[src/hdl/cbs_pkg.sv]
package cbs_pkg;

  // Fixed field widths of the stream payloads and registers
  localparam int ACT_BITS    = 2;
  localparam int LEN_BITS    = 8;
  localparam int POLICY_BITS = 2;
  localparam int QUANT_BITS  = 8;
  localparam int PROC_BITS   = 3;
  localparam int TIME_BITS   = 11;
  localparam int CFG_ADDR_BITS = 1;
  localparam int CFG_DATA_BITS = 8;

  // Input actions (carried on s_tuser)
  localparam logic [ACT_BITS-1:0] ACT_CLEAR   = 2'd0;
  localparam logic [ACT_BITS-1:0] ACT_APPEND  = 2'd1;
  localparam logic [ACT_BITS-1:0] ACT_REWIND  = 2'd2;
  localparam logic [ACT_BITS-1:0] ACT_REQUEST = 2'd3;

  // Scheduling policies; the unused code falls back to first come
  localparam logic [POLICY_BITS-1:0] POL_FCFS = 2'd0;
  localparam logic [POLICY_BITS-1:0] POL_SJF  = 2'd1;
  localparam logic [POLICY_BITS-1:0] POL_RR   = 2'd2;

  // Configuration register indexes
  localparam logic [CFG_ADDR_BITS-1:0] REG_POLICY  = 1'd0;
  localparam logic [CFG_ADDR_BITS-1:0] REG_QUANTUM = 1'd1;

  localparam logic [QUANT_BITS-1:0] QUANT_RESET = 8'd2;

  typedef enum logic [1:0] {
    ST_IDLE,
    ST_SEARCH,
    ST_COMMIT
  } state_t;

  // Broadcast command to every cell
  typedef enum logic [2:0] {
    CELL_NOP,
    CELL_CLEAR,
    CELL_APPEND,
    CELL_REWIND,
    CELL_RUN
  } cell_op_t;

  typedef struct packed {
    cell_op_t op;
    logic     rr;
    logic     sjf;
  } cell_ctrl_t;

  // Flags of the search wave that moves down the chain
  typedef struct packed {
    logic       found;
    logic       wrap_found;
    logic [1:0] elig_cnt;
  } wave_flags_t;

endpackage

[src/hdl/cbs_cell.sv]
module cbs_cell #(
  parameter int IDX_W      = 3,
  parameter int BURST_BITS = 8,
  parameter int CELL_INDEX = 0
) (
  input  logic                     clk,
  input  logic                     rst,
  input  cbs_pkg::cell_ctrl_t      ctrl,
  input  logic [IDX_W-1:0]         addr,
  input  logic [BURST_BITS-1:0]    data,
  input  logic [IDX_W-1:0]         thresh,
  input  cbs_pkg::wave_flags_t     in_flags,
  input  logic [IDX_W-1:0]         in_idx,
  input  logic [BURST_BITS-1:0]    in_rem,
  input  logic [BURST_BITS-1:0]    in_key,
  input  logic [IDX_W-1:0]         in_widx,
  input  logic [BURST_BITS-1:0]    in_wrem,
  output cbs_pkg::wave_flags_t     out_flags,
  output logic [IDX_W-1:0]         out_idx,
  output logic [BURST_BITS-1:0]    out_rem,
  output logic [BURST_BITS-1:0]    out_key,
  output logic [IDX_W-1:0]         out_widx,
  output logic [BURST_BITS-1:0]    out_wrem
);
  import cbs_pkg::*;

  localparam logic [IDX_W-1:0] MY_IDX = IDX_W'(CELL_INDEX);

  logic                  used;
  logic                  fin;
  logic [BURST_BITS-1:0] burst;
  logic [BURST_BITS-1:0] rem;

  logic        hit;
  logic        elig;
  logic        hi_ok;
  logic        take;
  logic        wtake;
  wave_flags_t flags_next;

  assign hit = (addr == MY_IDX);

  // Per-process state
  always_ff @(posedge clk) begin
    if (rst) begin
      used <= 1'b0;
    end else begin
      case (ctrl.op)
        CELL_CLEAR: used <= 1'b0;
        CELL_APPEND: if (hit) begin
          used <= 1'b1;
        end
        default: ;
      endcase
    end
  end

  always_ff @(posedge clk) begin
    case (ctrl.op)
      CELL_APPEND: if (hit) begin
        burst <= data;
        rem   <= data;
        fin   <= 1'b0;
      end
      CELL_REWIND: begin
        rem <= burst;
        fin <= 1'b0;
      end
      CELL_RUN: if (hit) begin
        rem <= rem - data;
        if (rem == data) begin
          fin <= 1'b1;
        end
      end
      default: ;
    endcase
  end

  // Candidate selection for the passing wave
  always_comb begin
    elig  = used && (ctrl.rr ? (rem != '0) : !fin);
    hi_ok = (MY_IDX >= thresh);
    take  = elig && hi_ok && (!in_flags.found || (ctrl.sjf && (burst < in_key)));
    wtake = elig && !in_flags.wrap_found;
    flags_next.found      = in_flags.found || (elig && hi_ok);
    flags_next.wrap_found = in_flags.wrap_found || elig;
    if (in_flags.elig_cnt[1]) begin
      flags_next.elig_cnt = 2'd2;
    end else begin
      flags_next.elig_cnt = in_flags.elig_cnt + {1'b0, elig};
    end
  end

  // Hand the wave to the next cell
  always_ff @(posedge clk) begin
    out_flags <= flags_next;
    out_idx   <= take ? MY_IDX : in_idx;
    out_rem   <= take ? rem : in_rem;
    out_key   <= take ? burst : in_key;
    out_widx  <= wtake ? MY_IDX : in_widx;
    out_wrem  <= wtake ? rem : in_wrem;
  end

endmodule

[src/hdl/cpu_burst_scheduler.sv]
// CPU burst scheduler.
// Input stream (s_*): s_tuser carries the action (clear table, append process,
// rewind, request slice); s_tdata carries the burst length of an append.
// Output stream (m_*): one transfer per slice request. m_tuser is high when a
// slice was granted, m_tdata holds process index, start and end time, and
// m_tlast marks the slice that completes the schedule. An exhausted schedule
// returns m_tuser low with all other fields zero.
// Config port: cfg_we writes register cfg_addr (0 policy, 1 quantum).
// Sequencing: clear, append and rewind are done in the idle state. A request
// walks a search wave down the row of MAX_PROCS process cells, one cell per
// cycle, then passes to a commit state: the result is loaded into the output
// register when commit is left, and the next item is taken back in idle.
// Reset empties the table, zeroes time, sets first-come policy, quantum 2.
// A stalled m_tready holds the result in the output register; a following
// request waits in its commit state until that register is free.
module cpu_burst_scheduler #(
  parameter int MAX_PROCS  = 8,
  parameter int BURST_BITS = 8
) (
  input  logic                                clk,
  input  logic                                rst,
  input  logic                                s_tvalid,
  output logic                                s_tready,
  input  logic [7:0]                          s_tdata,  // burst_length[7:0]
  input  logic [cbs_pkg::ACT_BITS-1:0]        s_tuser,  // action[1:0]
  output logic                                m_tvalid,
  input  logic                                m_tready,
  // proc_index[2:0], start_time[13:3], end_time[24:14], zero fill above
  output logic [31:0]                         m_tdata,
  output logic                                m_tuser,  // slice_valid
  output logic                                m_tlast,  // final_slice
  input  logic                                cfg_we,
  input  logic [cbs_pkg::CFG_ADDR_BITS-1:0]   cfg_addr,
  input  logic [cbs_pkg::CFG_DATA_BITS-1:0]   cfg_wdata
);
  import cbs_pkg::*;

  localparam int IDX_W = $clog2(MAX_PROCS);
  localparam int CNT_W = $clog2(MAX_PROCS + 1);
  localparam int CMP_W = (BURST_BITS > QUANT_BITS) ? BURST_BITS : QUANT_BITS;
  localparam logic [IDX_W-1:0] LAST_STEP = IDX_W'(MAX_PROCS - 1);
  localparam logic [CNT_W-1:0] FULL_CNT  = CNT_W'(MAX_PROCS);

  state_t state, state_next;

  logic [POLICY_BITS-1:0] policy;
  logic [QUANT_BITS-1:0]  quantum;
  logic [CNT_W-1:0]       count;
  logic [TIME_BITS-1:0]   cur_time;
  logic [IDX_W-1:0]       turn_ptr;
  logic [IDX_W-1:0]       step;

  logic                   res_found;
  logic [IDX_W-1:0]       res_idx;
  logic [BURST_BITS-1:0]  res_run;
  logic                   res_final;

  logic                   in_xfer;
  logic                   load_out;
  logic                   rr;
  logic                   sjf;
  logic [BURST_BITS-1:0]  burst_in;
  cell_ctrl_t             ctrl;
  logic [IDX_W-1:0]       cell_addr;
  logic [BURST_BITS-1:0]  cell_data;
  logic [IDX_W-1:0]       thresh;

  logic                   pick_found;
  logic [IDX_W-1:0]       pick_idx;
  logic [BURST_BITS-1:0]  pick_rem;
  logic                   over_q;
  logic [TIME_BITS-1:0]   end_time;
  logic [IDX_W-1:0]       turn_next;

  wave_flags_t            wv_flags [MAX_PROCS+1];
  logic [IDX_W-1:0]       wv_idx   [MAX_PROCS+1];
  logic [BURST_BITS-1:0]  wv_rem   [MAX_PROCS+1];
  logic [BURST_BITS-1:0]  wv_key   [MAX_PROCS+1];
  logic [IDX_W-1:0]       wv_widx  [MAX_PROCS+1];
  logic [BURST_BITS-1:0]  wv_wrem  [MAX_PROCS+1];

  assign s_tready = (state == ST_IDLE);
  assign in_xfer  = s_tvalid && s_tready;
  assign rr       = (policy == POL_RR);
  assign sjf      = (policy == POL_SJF);
  assign burst_in = BURST_BITS'(s_tdata);
  assign thresh   = rr ? turn_ptr : '0;

  // Configuration registers
  always_ff @(posedge clk) begin
    if (rst) begin
      policy  <= POL_FCFS;
      quantum <= QUANT_RESET;
    end else if (cfg_we) begin
      case (cfg_addr)
        REG_POLICY:  policy  <= cfg_wdata[POLICY_BITS-1:0];
        REG_QUANTUM: quantum <= cfg_wdata[QUANT_BITS-1:0];
        default: ;
      endcase
    end
  end

  // State register
  always_ff @(posedge clk) begin
    if (rst) begin
      state <= ST_IDLE;
    end else begin
      state <= state_next;
    end
  end

  // Next state and cell commands
  always_comb begin
    state_next = state;
    load_out   = 1'b0;
    ctrl.op    = CELL_NOP;
    ctrl.rr    = rr;
    ctrl.sjf   = sjf;
    cell_addr  = count[IDX_W-1:0];
    cell_data  = burst_in;
    case (state)
      ST_IDLE: begin
        if (in_xfer) begin
          case (s_tuser)
            ACT_CLEAR:  ctrl.op = CELL_CLEAR;
            ACT_APPEND: if (count < FULL_CNT) begin
              ctrl.op = CELL_APPEND;
            end
            ACT_REWIND: ctrl.op = CELL_REWIND;
            ACT_REQUEST: state_next = ST_SEARCH;
            default: ;
          endcase
        end
      end
      ST_SEARCH: begin
        if (step == LAST_STEP) begin
          state_next = ST_COMMIT;
        end
      end
      ST_COMMIT: begin
        if (!m_tvalid || m_tready) begin
          load_out   = 1'b1;
          state_next = ST_IDLE;
          if (res_found) begin
            ctrl.op   = CELL_RUN;
            cell_addr = res_idx;
            cell_data = res_run;
          end
        end
      end
      default: state_next = ST_IDLE;
    endcase
  end

  // Row of process cells; the wave enters empty at cell 0
  assign wv_flags[0] = '0;
  assign wv_idx[0]   = '0;
  assign wv_rem[0]   = '0;
  assign wv_key[0]   = '0;
  assign wv_widx[0]  = '0;
  assign wv_wrem[0]  = '0;

  for (genvar i = 0; i < MAX_PROCS; i++) begin : g_cell
    cbs_cell #(
      .IDX_W      (IDX_W),
      .BURST_BITS (BURST_BITS),
      .CELL_INDEX (i)
    ) u_cell (
      .clk       (clk),
      .rst       (rst),
      .ctrl      (ctrl),
      .addr      (cell_addr),
      .data      (cell_data),
      .thresh    (thresh),
      .in_flags  (wv_flags[i]),
      .in_idx    (wv_idx[i]),
      .in_rem    (wv_rem[i]),
      .in_key    (wv_key[i]),
      .in_widx   (wv_widx[i]),
      .in_wrem   (wv_wrem[i]),
      .out_flags (wv_flags[i+1]),
      .out_idx   (wv_idx[i+1]),
      .out_rem   (wv_rem[i+1]),
      .out_key   (wv_key[i+1]),
      .out_widx  (wv_widx[i+1]),
      .out_wrem  (wv_wrem[i+1])
    );
  end

  // Decision from the wave at the end of the row
  always_comb begin
    if (rr) begin
      pick_found = (quantum != '0) &&
                   (wv_flags[MAX_PROCS].found || wv_flags[MAX_PROCS].wrap_found);
    end else begin
      pick_found = wv_flags[MAX_PROCS].found;
    end
    if (rr && !wv_flags[MAX_PROCS].found) begin
      pick_idx = wv_widx[MAX_PROCS];
      pick_rem = wv_wrem[MAX_PROCS];
    end else begin
      pick_idx = wv_idx[MAX_PROCS];
      pick_rem = wv_rem[MAX_PROCS];
    end
    over_q = rr && (CMP_W'(pick_rem) > CMP_W'(quantum));
  end

  always_ff @(posedge clk) begin
    if (state == ST_SEARCH && step == LAST_STEP) begin
      res_found <= pick_found;
      res_idx   <= pick_idx;
      res_run   <= over_q ? BURST_BITS'(quantum) : pick_rem;
      res_final <= !wv_flags[MAX_PROCS].elig_cnt[1] && !over_q;
    end
  end

  // Search step counter
  always_ff @(posedge clk) begin
    if (rst) begin
      step <= '0;
    end else if (in_xfer) begin
      step <= '0;
    end else if (state == ST_SEARCH) begin
      step <= step + 1'b1;
    end
  end

  assign end_time  = TIME_BITS'(cur_time + TIME_BITS'(res_run));
  assign turn_next = ((CNT_W'(res_idx) + 1'b1) == count) ? '0 : res_idx + 1'b1;

  // Table size, time and round-robin pointer
  always_ff @(posedge clk) begin
    if (rst) begin
      count    <= '0;
      cur_time <= '0;
      turn_ptr <= '0;
    end else begin
      if (in_xfer) begin
        case (s_tuser)
          ACT_CLEAR: begin
            count    <= '0;
            cur_time <= '0;
            turn_ptr <= '0;
          end
          ACT_APPEND: if (count < FULL_CNT) begin
            count <= count + 1'b1;
          end
          ACT_REWIND: begin
            cur_time <= '0;
            turn_ptr <= '0;
          end
          default: ;
        endcase
      end
      if (load_out && res_found) begin
        cur_time <= end_time;
        if (rr) begin
          turn_ptr <= turn_next;
        end
      end
    end
  end

  // Output register
  always_ff @(posedge clk) begin
    if (rst) begin
      m_tvalid <= 1'b0;
    end else if (load_out) begin
      m_tvalid <= 1'b1;
    end else if (m_tready) begin
      m_tvalid <= 1'b0;
    end
  end

  always_ff @(posedge clk) begin
    if (load_out) begin
      m_tuser <= res_found;
      m_tlast <= res_found && res_final;
      if (res_found) begin
        m_tdata <= {7'd0, end_time, cur_time, PROC_BITS'(res_idx)};
      end else begin
        m_tdata <= '0;
      end
    end
  end

endmodule

[config.mk]
export PLATFORM = sky130hd
export DESIGN_NAME = cpu_burst_scheduler
export DESIGN_NICKNAME = d
export VERILOG_FILES = /design/src/hdl/cbs_pkg.sv /design/src/hdl/cbs_cell.sv /design/src/hdl/cpu_burst_scheduler.sv
export SDC_FILE = /design/constraint.sdc
export NUM_CORES = 1
export LEC_CHECK = 0
export ABC_AREA = 1
export BUFFER_PORTS_ARGS = -buffer_cell sky130_fd_sc_hd__buf_2
export CORE_AREA = 2 2 269 244
export CTS_CLUSTER_DIAMETER = 50
export DETAILED_ROUTE_END_ITERATION = 12
export DIE_AREA = 0 0 271 246
export GPL_TIMING_DRIVEN = 0
export PLACE_DENSITY = 0.5
export SKIP_LAST_GASP = 1
export SYNTH_ARGS = -nofsm -noshare
export SYNTH_HDL_FRONTEND = slang
export SYNTH_SLANG_ARGS = --single-unit
[constraint.sdc]
create_clock -name clk -period 13.65 [get_ports clk]
set_clock_uncertainty 0.1 [all_clocks]
set_input_delay 2.0475 -clock clk [delete_from_list [all_inputs] [get_ports clk]]
set_output_delay 2.0475 -clock clk [all_outputs]
set_load 0.005 [all_outputs]
# Word level (Yosys, flattened, before mapping)
# Cells that the tools add are included.
[classes]
div = 0
n_shift = 0
mul = 0
bitwise = 1
reduce_logical = 151
mux = 136
magnitude_cmp = 17
eq_ne = 57
add_sub_neg = 20
[op_table]
columns = ["operator", "n"]
rows = [
  ["$mux W8", 41],
  ["$pmux W8 S3", 8],
  ["$reduce_bool A8 Y1", 9],
  ["$eq A8 B8 Y1", 8],
  ["$sub A8 B8 Y8", 8],
  ["$lt A8 B8 Y1", 7],
  ["$ne A2 B1 Y1 const B", 26],
  ["$logic_and A1 B1 Y1", 45],
  ["$mux W1", 45],
  ["$reduce_and A2 Y1", 19],
  ["$mux W3", 12],
  ["$reduce_and A4 Y1", 9],
  ["$mux W11", 3],
  ["$reduce_and A3 Y1", 9],
  ["$logic_not A1 Y1", 26],
  ["$pmux W1 S3", 8],
  ["$logic_or A1 B1 Y1", 23],
  ["$eq A3 B3 Y1 const B", 6],
  ["$pmux W1 S2", 8],
  ["$add A2 B1 Y2", 6],
  ["$eq A3 B2 Y1 const B", 4],
  ["$ge A3 B3 Y1 const A", 4],
  ["$mux W2", 6],
  ["$pmux W2 S3", 2],
  ["23 further kinds", 40],
]
[word_totals]
out_inout_bits = 36
ff_bits = 473
rom_bits = 0
word_cells = 490
ram_bits = 0
latch_bits = 0
memories = 0

# Depth between registers and ports, before layout
[logic_depth]
word_depth = 8
ltp_mapped = 16
depth_no_buf = 16

# Modules after synthesis
# A second synthesis with hierarchy kept.
[unflattened]
hier_cells = 2873
hier_area_um2 = 24018.0
[by_module_without_submodules]
columns = ["mod", "n_inst", "cells_each", "area_per_inst_um2"]
rows = [
  ["cpu_burst_scheduler", 1, 491, 4056.4],
  ["cbs_cell at g_cell[2].u_cell", 1, 297, 2585.0],
  ["cbs_cell at g_cell[1].u_cell", 1, 299, 2489.9],
  ["cbs_cell at g_cell[5].u_cell", 1, 300, 2489.9],
  ["cbs_cell at g_cell[6].u_cell", 1, 300, 2487.4],
  ["cbs_cell at g_cell[3].u_cell", 1, 298, 2482.4],
  ["cbs_cell at g_cell[0].u_cell", 1, 297, 2478.6],
  ["cbs_cell at g_cell[4].u_cell", 1, 294, 2476.1],
  ["cbs_cell at g_cell[7].u_cell", 1, 297, 2472.4],
]

# Least setup slack after synthesis
# OpenSTA, ideal clock, no wires.
[synth_timing]
path_kind = "input port to flip-flop"
startpoint = "input m_tready"
endpoint = "register g_cell[0].u_cell.rem[5] (data pin)"
stages = 13
arrival_time_ns = 5.836
path_slack_ns = 7.457
setup_time_ns = 0.258
required_time_ns = 13.292
path_cell_list = "inv_1 > nand2_1 > nand3_2 > inv_2 > o21ai_0 > ha_1 > nand2_1 > nor2_1 > nand2_1 > o211ai_1 > or2_2 > nand3_1 > nand2_1"
[synth_via]
elab_chain_len = 6
[synth_rtl]
columns = ["element", "line", "rtl"]
rows = [
  ["start, declared", "cpu_burst_scheduler.sv:27", "input logic m_tready,"],
  ["$logic_or A1 B1 Y1 (*)", "cpu_burst_scheduler.sv:141", "if (!m_tvalid || m_tready) begin"],
  ["$mux W8", "cpu_burst_scheduler.sv:141", ""],
  ["$mux W8", "cpu_burst_scheduler.sv:121", "case (state)"],
  ["$sub A8 B8 Y8", "cbs_cell.sv:70", "rem <= rem - data;"],
  ["$mux W8", "cbs_cell.sv:69", "CELL_RUN: if (hit) begin"],
  ["$pmux W8 S3 (*)", "cbs_cell.sv:59", "case (ctrl.op)"],
  ["end signal, assigned", "cbs_cell.sv:62", "rem <= data;"],
  ["end signal, assigned", "cbs_cell.sv:66", "rem <= burst;"],
  ["end signal, assigned", "cbs_cell.sv:70", ""],
  ["end, declared", "cbs_cell.sv:32", "logic [BURST_BITS-1:0] rem;"],
]
# Every way passes the cells marked *; elsewhere a longest branch is shown, timed or not. The select of a mux whose other input is x is not followed.
# A chain may end at the register's enable or synchronous reset.

# Worst setup path after layout
[layout_timing]
startpoint = "input m_tready"
endpoint = "register g_cell[0].u_cell.rem[3] (data pin)"
[layout_via]
elab_chain_len = 6
[layout_rtl]
columns = ["element", "line", "rtl"]
rows = [
  ["$logic_or A1 B1 Y1 (*)", "cpu_burst_scheduler.sv:141", ""],
  ["$mux W8 (*)", "cpu_burst_scheduler.sv:141", ""],
  ["$mux W8 (*)", "cpu_burst_scheduler.sv:121", ""],
  ["net cell_data[3]", "cpu_burst_scheduler.sv:65", "logic [BURST_BITS-1:0] cell_data;"],
  ["$sub A8 B8 Y8", "cbs_cell.sv:70", ""],
  ["$mux W8", "cbs_cell.sv:69", ""],
  ["$pmux W8 S3 (*)", "cbs_cell.sv:59", ""],
]
# Mark *: on every way through the listed nets, which the timed path passes. The rest lies on a longest branch. The select of a mux whose other input is x is not followed.

==> flow_metrics.py <==
metrics = {
    "critical_path": {
        "worstRegToRegCells": 9,
        "cp-start-kind": "primary input",
        "arrival_ns": 5.13,
        "reg2reg_from": "state[1]",
        "worstReg2RegEnd": "g_cell[0].u_cell.rem[2]",
        "critPathRequiredTime_ns": 13.83,
        "end_kind": "flop",
        "crit_fanout": 10,
        "r2r_setup_slack_ns": 9.83,
        "crit_type": "primary input to flop",
    },
    "floorplanning": {
        "core_mm2": 0.0638,
        "dieHeight_um": 246,
        "fp-row-count": 88,
        "die_x_um": 271,
        "io_pins": 60,
        "dieArea_mm2": 0.0667,
        "start_util_pct": 34.8,
    },
    "clocking": {
        "cts_sinks": 465,
        "cts_tree": "yes",
        "clock_latency_ns": 0.61,
        "cts_resized": 0,
        "cts.reportedPaths.clkPinSlew_ns": 0.06,
        "hold_buffers": 0,
        "root_buffer": "clkbuf_16",
        "postCtsSetupBuffers": 0,
        "cts_made_buffers": 55,
        "htree_levels": 2,
        "cts_buffer_depth": 3,
    },
    "hold_path": {
        "min_to": "g_cell[2].u_cell.out_flags[0]",
        "hold_path_class": "flop to flop",
        "min-delay-start": "g_cell[1].u_cell.out_flags[1]",
        "whs_path_depth": 1,
    },
    "timing": {
        "final-max-slew-violation-count": 16,
        "setup_tns_ns": 0,
        "worst_slack_ns": 8.70,
        "fmax_mhz": 202,
        "fin_crit_sh_pct": 36.3,
        "timing.final.crit_period_ns": 4.95,
        "worst-slew-pin-transition_ns": 1.50,
        "rsz0062_at_grt": "false",
        "setup_viol": 0,
        "slew_headroom_pct": -0.492,
        "finalHoldViolations": 0,
        "hold_ws_ns": 0.298,
    },
    "synthesis": {
        "synth-edff-count": 176,
        "ys_seq_area_share_pct": 49.8,
        "ys_types": 50,
        "async_flop_share_pct": 0,
        "yosysTopAreaCell": "dfxtp_1",
        "syn_area_per_cell_um2": 8.55,
        "synth_area_leaders": "dfxtp_1, edfxtp_1, nand2_1",
        "yosys_warnings": 0,
        "synthFlopType": "dfxtp_1",
        "ys_ff_latch": 465,
        "syn-cell-area_mm2": 0.0222,
        "netlist_instances": 2598,
        "synthTopCellsByCount": "nand2_1, inv_1, dfxtp_1",
        "synth_top_area_share_pct": 26.1,
        "yosysMostFrequentCell": "nand2_1",
    },
    "finish": {
        "final_cell_area_mm2": 0.0257,
        "syn_to_final_growth_pct": 15.6,
        "drive_gt1_share_pct": 11.9,
        "antennaDiodeCount": 0,
        "final_nets": 2920,
    },
    "global_route": {
        "antenna_found_initial": 2,
        "grt_usage_pct": 21.9,
        "grt_start_max_net_pins": 21,
        "grt_pass1_wl_mm": 108,
        "grt_pass1_vias": 17000,
        "overflow": 0,
    },
    "detailed_routing": {
        "drtIter0Drc": 1585,
        "vias": 17800,
        "ant_nets": 0,
        "via_per_inst": 4.92,
        "drc": 0,
        "firstDrtPassIters": 6,
        "wirelength_mm": 73.7,
        "drt-wirelength-per-cell_um": 20.4,
    },
    "pwr": {
        "comb_power_share_pct": 8.1,
        "power_mw": 3.29,
        "internal_power_mw": 2.45,
        "powerDensity_mw_per_mm2": 128,
        "power_frac_clock_pct": 46.1,
        "p_leak_nw": 11.6,
        "p_sw_share_pct": 25.4,
        "p_seq_share_pct": 45.8,
        "p_sw_mw": 0.834,
        "vdd_drop_max_mv": 0.115,
    },
    "flow_run": {
        "cap_violations": 1,
    },
    "placement": {
        "place_congestion": 0.900,
        "dp_hpwl_mm": 54.2,
        "dpl-instance-area_mm2": 0.0238,
        "pre_cts_ws_ns": 8.11,
        "io_buffers": 51,
    },
    "run_status": {
        "violations": "capacitance limit, slew limit",
        "outcome": "finished, violations left",
    },
}
[state kept, by name, summed over array words and instances (netlist names), 8 cells and up]
name,count
cur_time,11
g_cell.u_cell.burst,64
g_cell.u_cell.fin,8
g_cell.u_cell.out_flags,29
g_cell.u_cell.out_idx,17
g_cell.u_cell.out_key,56
g_cell.u_cell.out_rem,64
g_cell.u_cell.out_widx,17
g_cell.u_cell.out_wrem,64
g_cell.u_cell.rem,64
g_cell.u_cell.used,8
m_tdata,25
quantum,8
res_run,8
[per-stage QoR]
step / utilization, % / std cells
floorplan: - / 2604
global placement: 37.0 / 3510
detailed placement: 37.3 / 3520
CTS: 40.3 / 3622
global route: 40.3 / 3622
finish: 40.3 / 3622
[layer usage]
metal,up-vias,part of all wire [%],GRT usage [%]
li1,8720,-,-
met1,8433,46,30.6
met2,559,45,34.8
met3,117,6.5,3.08
met4,0,3.2,7.39
met5,-,0,0
[how the worst max path moves through the flow]
stage              from                       to
2_1_floorplan  m_tready  g_cell[0].u_cell.rem[5]
3_3_place_gp   m_tready  g_cell[0].u_cell.rem[1]
3_5_place_dp   m_tready  g_cell[0].u_cell.rem[2]
4_1_cts        m_tready  g_cell[0].u_cell.rem[2]
5_1_grt        m_tready  g_cell[0].u_cell.rem[2]
6_report       m_tready  g_cell[0].u_cell.rem[3]
[layout by cell type, fill, tap and decap left out, types with 10 or more instances in the layout]
cell type  count
edfxtp_1     176
nand4_1       14
or2_2         60
a21boi_0      10
dfxtp_1      289
ha_1         165
nand2_2       14
clkbuf_1      30
o211ai_1      14
o21ai_0       47
nor2_1       144
mux2_2        15
nand2_1      786
nor2_4        11
buf_2         71
a21oi_1      130
buf_4         13
nor2_2        10
nand3_1      253
clkbuf_16     59
nand3b_1      10
inv_1        290
[area by class of cell]
type                            count  area [um^2]
Inverter                          298         1120
Timing Repair Buffer               61          440
Multi-Input combinational cell   1781         9740
Buffer                             60          359
Clock buffer                       75         1570
Fill cell                        6465        38100
Tap cell                          855         1070
Clock inverter                     27          313
Sequential cell                   465        11100
[power by group through the flow]
stage	Sequential [mW]	Combinational [mW]	Clock (mW)
floorplan	1.52	0.166	0
finish	1.51	0.265	1.52
detailed placement	1.54	0.260	0
CTS	1.51	0.262	1.54
global placement	1.54	0.250	0
global route	1.51	0.294	1.59
[cells by family (layout without fill, tap and decap cells)]
family / count (synthesis) / count (layout) / share of synthesized area (%)
flip-flops: 465 / 465 / 49.8
multiplexers: 15 / 15 / 0.761
buffers and inverters: 358 / 521 / 6.65
AND/OR/NAND/NOR: 1334 / 1334 / 26.1
XOR/XNOR: 9 / 9 / 0.355
AO/OA/AOI/OAI: 242 / 242 / 6.21
adder cells (fa/ha/maj): 174 / 174 / 10.1
other: 1 / 7 / 0.0169
[worst max-delay path: stages]
cell	delay, ns
buf_2	0.11
inv_1	0.04
nand2_1	0.08
nand3_2	0.23
inv_2	0.17
o21ai_2	0.61
inv_1	0.66
nand2_1	0.98
o211ai_1	0.18
No activity file was read; power rests on OpenSTA's default activity.
